## config.mk

```make
export PLATFORM = sky130hd
export DESIGN_NAME = scale_degree_template_packer
export DESIGN_NICKNAME = d
export VERILOG_FILES = /design/src/rtl/core/sdtp_pkg.sv /design/src/rtl/core/sdtp_char_step.sv /design/src/rtl/core/scale_degree_template_packer.sv
export SDC_FILE = /design/constraint.sdc
export NUM_CORES = 1
export LEC_CHECK = 0
export ABC_AREA = 1
export ABC_CLOCK_PERIOD_IN_PS = 3000
export BUFFER_PORTS_ARGS = -buffer_cell sky130_fd_sc_hd__buf_2
export CORE_UTILIZATION = 55
export CTS_BUF_LIST = sky130_fd_sc_hd__clkbuf_8
export CTS_CLUSTER_SIZE = 28
export DETAILED_ROUTE_END_ITERATION = 12
export PLACE_DENSITY = 0.9
export SLEW_MARGIN = 40
export SYNTH_ARGS = -nofsm -noshare
export SYNTH_HDL_FRONTEND = slang
export SYNTH_SLANG_ARGS = --single-unit
```

## constraint.sdc

```tcl
create_clock -name clk -period 3 [get_ports clk]
set_input_delay 0.3 -clock clk [delete_from_list [all_inputs] [get_ports clk]]
set_output_delay 0.3 -clock clk [all_outputs]
set_load 0.01 [all_outputs]
```

## src/rtl/core/sdtp_pkg.sv

```systemverilog
// Shared types, constants and slot packing for the scale-degree template packer.
package sdtp_pkg;

	localparam int WORD_SLOTS        = 8;
	localparam int DEFAULT_MAX_SLOTS = 8;

	localparam logic [3:0] REST_NIBBLE = 4'hF;
	localparam logic [4:0] OCTAVE      = 5'd12;
	localparam logic [3:0] ACC_TOP     = 4'd11;

	localparam logic [7:0] CHAR_SEPARATOR = 8'h2D;
	localparam logic [7:0] CHAR_FLAT      = 8'h62;
	localparam logic [7:0] CHAR_SHARP     = 8'h23;
	localparam logic [7:0] CHAR_ONE       = 8'h31;
	localparam logic [7:0] CHAR_SEVEN     = 8'h37;

	typedef struct packed {
		logic [3:0] acc;
		logic       decided;
		logic       started;
		logic [3:0] nibble;
	} tok_t;

	typedef struct packed {
		logic [31:0] word;
		logic [3:0]  count;
	} pack_t;

	localparam tok_t TOK_CLEAR = '{acc: 4'd0, decided: 1'b0, started: 1'b0,
		nibble: REST_NIBBLE};
	localparam pack_t PACK_CLEAR = '{word: 32'd0, count: 4'd0};

	function automatic logic [3:0] major_semitone(input logic [2:0] degree);
		logic [3:0] semi;
		case (degree)
			3'd2:    semi = 4'd2;
			3'd3:    semi = 4'd4;
			3'd4:    semi = 4'd5;
			3'd5:    semi = 4'd7;
			3'd6:    semi = 4'd9;
			3'd7:    semi = 4'd11;
			default: semi = 4'd0;
		endcase
		return semi;
	endfunction

	// Append the current token to the packed word if it holds characters and room is left.
	function automatic pack_t close_token(input pack_t p, input tok_t t,
		input logic [3:0] limit);
		pack_t      r;
		logic [3:0] nib;
		r   = p;
		nib = t.decided ? t.nibble : REST_NIBBLE;
		if (t.started && (p.count < limit) && (p.count < 4'(WORD_SLOTS))) begin
			r.word  = p.word | (32'(nib) << {p.count[2:0], 2'b00});
			r.count = p.count + 4'd1;
		end
		return r;
	endfunction

endpackage

```

## src/rtl/core/sdtp_char_step.sv

```systemverilog
// One character step: accidentals, degree decode and token close on a dash.
module sdtp_char_step #(
	parameter int MAX_SLOTS = sdtp_pkg::DEFAULT_MAX_SLOTS
) (
	input  sdtp_pkg::tok_t  tok_cur,
	input  sdtp_pkg::pack_t pack_cur,
	input  logic            has_char,
	input  logic [7:0]      char_code,
	output sdtp_pkg::tok_t  tok_nxt,
	output sdtp_pkg::pack_t pack_nxt
);
	import sdtp_pkg::*;

	localparam logic [3:0] SLOT_LIMIT =
		4'((MAX_SLOTS > WORD_SLOTS) ? WORD_SLOTS : MAX_SLOTS);

	logic [4:0] semi_sum;

	assign semi_sum = 5'(major_semitone(char_code[2:0])) + 5'(tok_cur.acc);

	always_comb begin
		tok_nxt  = tok_cur;
		pack_nxt = pack_cur;
		if (has_char) begin
			if (char_code == CHAR_SEPARATOR) begin
				pack_nxt = close_token(pack_cur, tok_cur, SLOT_LIMIT);
				tok_nxt  = TOK_CLEAR;
			end else begin
				tok_nxt.started = 1'b1;
				if (!tok_cur.decided) begin
					if (char_code == CHAR_FLAT) begin
						tok_nxt.acc = (tok_cur.acc == 4'd0) ? ACC_TOP : tok_cur.acc - 4'd1;
					end else if (char_code == CHAR_SHARP) begin
						tok_nxt.acc = (tok_cur.acc == ACC_TOP) ? 4'd0 : tok_cur.acc + 4'd1;
					end else begin
						tok_nxt.decided = 1'b1;
						if (char_code >= CHAR_ONE && char_code <= CHAR_SEVEN) begin
							tok_nxt.nibble = (semi_sum >= OCTAVE) ? 4'(semi_sum - OCTAVE)
								: semi_sum[3:0];
						end else begin
							tok_nxt.nibble = REST_NIBBLE;
						end
					end
				end
			end
		end
	end

endmodule

```

## src/rtl/core/scale_degree_template_packer.sv

```systemverilog
// Top level: parses a scale-degree string one character per item, packs 4-bit slots.
// The result is registered: it appears the cycle after the item that ends the string is accepted.
// Throughput: one item per cycle; a new item may enter in the cycle that a held result is
// taken, and input stalls only while a held result is not taken.
// Reset: token state cleared to rest, packed word and slot count zero, no result held.
module scale_degree_template_packer #(
	parameter int MAX_SLOTS = sdtp_pkg::DEFAULT_MAX_SLOTS
) (
	input  logic        clk,
	input  logic        arst_n,
	input  logic        in_valid,
	output logic        in_ready,
	input  logic        has_char,
	input  logic [7:0]  char_code,
	input  logic        end_of_string,
	output logic        out_valid,
	input  logic        out_ready,
	output logic [31:0] packed_template,
	output logic [3:0]  tokens_packed
);
	import sdtp_pkg::*;

	localparam logic [3:0] SLOT_LIMIT =
		4'((MAX_SLOTS > WORD_SLOTS) ? WORD_SLOTS : MAX_SLOTS);

	tok_t        tok_q;
	pack_t       pack_q;
	tok_t        tok_step;
	pack_t       pack_step;
	pack_t       pack_fin;
	logic [31:0] word_fill;
	logic        accept;
	logic        out_valid_q;
	logic [31:0] packed_template_q;
	logic [3:0]  tokens_packed_q;

	sdtp_char_step #(
		.MAX_SLOTS(MAX_SLOTS)
	) u_char_step (
		.tok_cur  (tok_q),
		.pack_cur (pack_q),
		.has_char (has_char),
		.char_code(char_code),
		.tok_nxt  (tok_step),
		.pack_nxt (pack_step)
	);

	assign pack_fin = close_token(pack_step, tok_step, SLOT_LIMIT);

	always_comb begin
		for (int k = 0; k < WORD_SLOTS; k++) begin
			word_fill[4*k +: 4] = (4'(k) < pack_fin.count) ? pack_fin.word[4*k +: 4]
				: REST_NIBBLE;
		end
	end

	assign in_ready = !out_valid_q || out_ready;
	assign accept   = in_valid && in_ready;

	always_ff @(posedge clk or negedge arst_n) begin
		if (!arst_n) begin
			tok_q       <= TOK_CLEAR;
			pack_q      <= PACK_CLEAR;
			out_valid_q <= 1'b0;
		end else begin
			if (out_valid_q && out_ready) begin
				out_valid_q <= 1'b0;
			end
			if (accept) begin
				if (end_of_string) begin
					tok_q       <= TOK_CLEAR;
					pack_q      <= PACK_CLEAR;
					out_valid_q <= 1'b1;
				end else begin
					tok_q  <= tok_step;
					pack_q <= pack_step;
				end
			end
		end
	end

	always_ff @(posedge clk) begin
		if (accept && end_of_string) begin
			packed_template_q <= word_fill;
			tokens_packed_q   <= pack_fin.count;
		end
	end

	assign out_valid       = out_valid_q;
	assign packed_template = packed_template_q;
	assign tokens_packed   = tokens_packed_q;

endmodule

```

==> flow_metrics.env <==
export IMPL_drtIter0Drc=537
export IMPL_r2r_cells=17
export IMPL_relSlewSlack_pct=56.7
export IMPL_synth_nets=578
export IMPL_grt_pass1_wl_mm=20.1
export IMPL_gr_total_overflow=0
export IMPL_io_pins=52
export IMPL_p_per_area_nw_per_um2=521
export IMPL_cts_tree="yes"
export IMPL_ant_nets=0
export IMPL_stdcell_count=713
export IMPL_power_share_sequential_pct=47.6
export IMPL_antenna_found_initial=0
export IMPL_worst_setup_path_end_kind="register"
export IMPL_holdPathStages=4
export IMPL_required_ns=3.08
export IMPL_insertion_delay_ns=0.37
export IMPL_p_int_w=0.00183
export IMPL_core_area_um2=7930
export IMPL_arrival_ns=2.93
export IMPL_utilization_pct=65.7
export IMPL_r2r_start="tok_q[6]"
export IMPL_drive_gt1_share_pct=18.7
export IMPL_die_w_um=93.5
export IMPL_ys_seq_elements=83
export IMPL_grt_usage_pct=30.5
export IMPL_wl_per_cell_um=17.6
export IMPL_hold_start="out_ready"
export IMPL_dpl_hpwl_mm=8.71
export IMPL_syn_area_per_cell_um2=8.30
export IMPL_initial_core_util_pct=58.0
export IMPL_status="completed"
export IMPL_crit_path_max_fanout=8
export IMPL_hold_viol_final=0
export IMPL_p_clk_share_pct=30.8
export IMPL_synthFlopType="dfrtp_1"
export IMPL_synth_cell_types=38
export IMPL_worstSetupPathType="reg -> reg"
export IMPL_synthCells=554
export IMPL_fp_row_count=32
export IMPL_via_per_inst=6.24
export IMPL_tightest_slew_ns=0.647
export IMPL_vdd_drop_max_v=0.000211
export IMPL_diodes=0
export IMPL_die_y_um=93.5
export IMPL_setup_violations=0
export IMPL_grt_max_degree=48
export IMPL_fin_skew_ns=0.0110
export IMPL_drc_errors=0
export IMPL_netSwitchingFraction_pct=32.7
export IMPL_r2r_end="packed_template[11]"
export IMPL_synth_edf_count=36
export IMPL_clkSinkCount=83
export IMPL_drv_cap=0
export IMPL_hold_path_end="out_valid"
export IMPL_io_buffers=51
export IMPL_vias=4446
export IMPL_ys_seq_area_share_pct=49.2
export IMPL_fmaxAchievable_ghz=0.351
export IMPL_switching_power_w=0.000887
export IMPL_fin_crit_sh_pct=95.0
export IMPL_path_clk_slew_ns=0.10
export IMPL_async_reset_ff_share_pct=56.6
export IMPL_cts_root_buffer="clkbuf_8"
export IMPL_wl_mm=12.5
export IMPL_first_global_vias=4221
export IMPL_dp_cells=696
export IMPL_cts_buffers=9
export IMPL_firstDrtPassIters=6
export IMPL_ys_warn_count=0
export IMPL_nets=630
export IMPL_die_area_um2=8730
export IMPL_post_route_min_period_ns=2.85
export IMPL_pwr_share_comb_pct=21.6
export IMPL_r2r_slack_ns=0.15
export IMPL_leakage_nw=2.32
export IMPL_hp_class="in -> reg"
export IMPL_start_kind="register"
export IMPL_gp_congestion=0.976
export IMPL_cts_buffer_depth=2
export IMPL_htreeDepth=3
export IMPL_synth_area_um2=4600
export IMPL_rsz0062_at_grt="false"
export IMPL_drv_slew=0
export IMPL_syn_to_final_growth_pct=13.3
[cells by family (layout without fill, tap and decap cells)]
logic type	Yosys count	count (layout)	share of synthesized area, %
xor+xnor	5	5	1.12
simple gates	281	281	28.1
buf+inv	73	130	6.25
fa+ha+maj	10	10	2.88
flops	83	83	49.2
compound gates	102	102	12.4
[what timing repair did]
item | in CTS | in global routing
gates resized for setup | 1 | 7
endpoints found under the setup margin | 1 | 16
hold endpoints to repair | 43 | 0
hold buffers | 1 | 0
setup buffers | 0 | 0
[cell usage after synthesis (5+ instances only)]
master    number  area [um2]
edfxtp_1      36        1080
nor2_1        82         308
inv_1         51         191
o22ai_1        5        31.3
o21ai_0       10        50.1
dfrtp_1       43        1080
nand4_1       20         125
nand3_1       58         290
nand2_1       99         372
ha_1           9         113
clkbuf_1      11        41.3
a21oi_1       73         365
buf_2          7        35.0
[how the worst max path moves through the flow]
stage                           to    startpoint  cells after the start  slack (ns)
2_1_floorplan  packed_template[27]      tok_q[6]                     17        0.47
5_1_grt        packed_template[11]  char_code[1]                     24        0.01
4_1_cts        packed_template[11]      tok_q[6]                     17        0.04
6_report       packed_template[11]      tok_q[6]                     17        0.15
3_5_place_dp   packed_template[11]  char_code[1]                     21       -0.12
3_3_place_gp   packed_template[31]  char_code[0]                     23        0.11
[critical path, cell delays in order, from the launching register on]
cell and delay, ns:
dfrtp_2 0.44, ha_1 0.24, fa_2 0.38, xnor2_2 0.20, inv_1 0.09, ha_1 0.19
nand3_1 0.10, nand2_1 0.08, inv_1 0.08, nand2_1 0.06, nand2_1 0.06, nand2_1 0.05
nand2_1 0.08, nand2_1 0.05, nand2_1 0.12, nand2_4 0.11, nand3_1 0.09, nand3_1 0.16
[per-layer routing]
metal / vias to the layer above / share of wire, % / track usage (%)
met4: 0 / 5.6 / 19.9
met1: 2033 / 36 / 35.7
met3: 80 / 11 / 7.15
met2: 347 / 48 / 50.1
li1: 1986 / - / -
met5: - / 0 / 0
[cell usage in the layout, fill, tap and decap left out, types with 2 or more instances in the layout]
cell | synthesis | final
nor3_1 | 4 | 4
nand2_1 | 99 | 97
a21oi_1 | 73 | 72
a211oi_1 | 3 | 3
inv_1 | 51 | 51
clkinvlp_4 | 0 | 2
a22oi_1 | 2 | 2
nand3_2 | 2 | 2
buf_4 | 0 | 8
a41oi_1 | 2 | 2
xor2_1 | 2 | 2
ha_1 | 9 | 8
clkbuf_8 | 0 | 9
o22ai_1 | 5 | 5
inv_4 | 2 | 2
dfstp_2 | 4 | 4
nand3_1 | 58 | 58
edfxtp_1 | 36 | 36
inv_2 | 2 | 2
nor2_2 | 4 | 5
clkinv_4 | 0 | 2
nor2_1 | 82 | 80
buf_2 | 7 | 50
dfrtp_1 | 43 | 42
nor2_4 | 1 | 2
nand2_2 | 3 | 4
nand4_1 | 20 | 20
nand2_4 | 3 | 4
o21ai_0 | 10 | 10
o21ai_2 | 4 | 4
[registers in the layout, summed over array words and instances (netlist names)]
register,cells
tokens_packed,4
out_valid,1
pack_q,36
packed_template,32
tok_q,10
[power by group through the flow]
stage | logic [W] | clock network (W) | registers, W
floorplan | 0.000369 | 0 | 0.00132
global placement | 0.000512 | 0 | 0.00131
detailed placement | 0.000545 | 0 | 0.00131
CTS | 0.000558 | 0.000823 | 0.00129
global route | 0.000642 | 0.000870 | 0.00130
finish | 0.000587 | 0.000837 | 0.00129
[per-stage QoR]
stage / setup slack, ns / area (um2) / setup TNS (ns) / total power [W] / hold WS, ns
finish: 0.149 / 5210 / 0 / 0.00272 / 0.248
global route: 0.0105 / 5210 / 0 / 0.00281 / 0.311
CTS: 0.0379 / 5190 / 0 / 0.00267 / 0.257
detailed placement: -0.124 / 4970 / -0.998 / 0.00186 / 0.337
global placement: 0.106 / 4970 / 0 / 0.00182 / 0.492
floorplan: 0.473 / 4600 / 0 / 0.00169 / 0.00441
[layout make-up]
cell class / count / area [um2]
sequential: 83 / 2260
inverter: 55 / 211
clock inverter: 7 / 77.6
tap: 102 / 128
fill: 612 / 2720
timing repair buffer: 59 / 320
multi-input combinational: 398 / 2090
clock buffer: 9 / 124
Power figures use the tool's default switching activity.
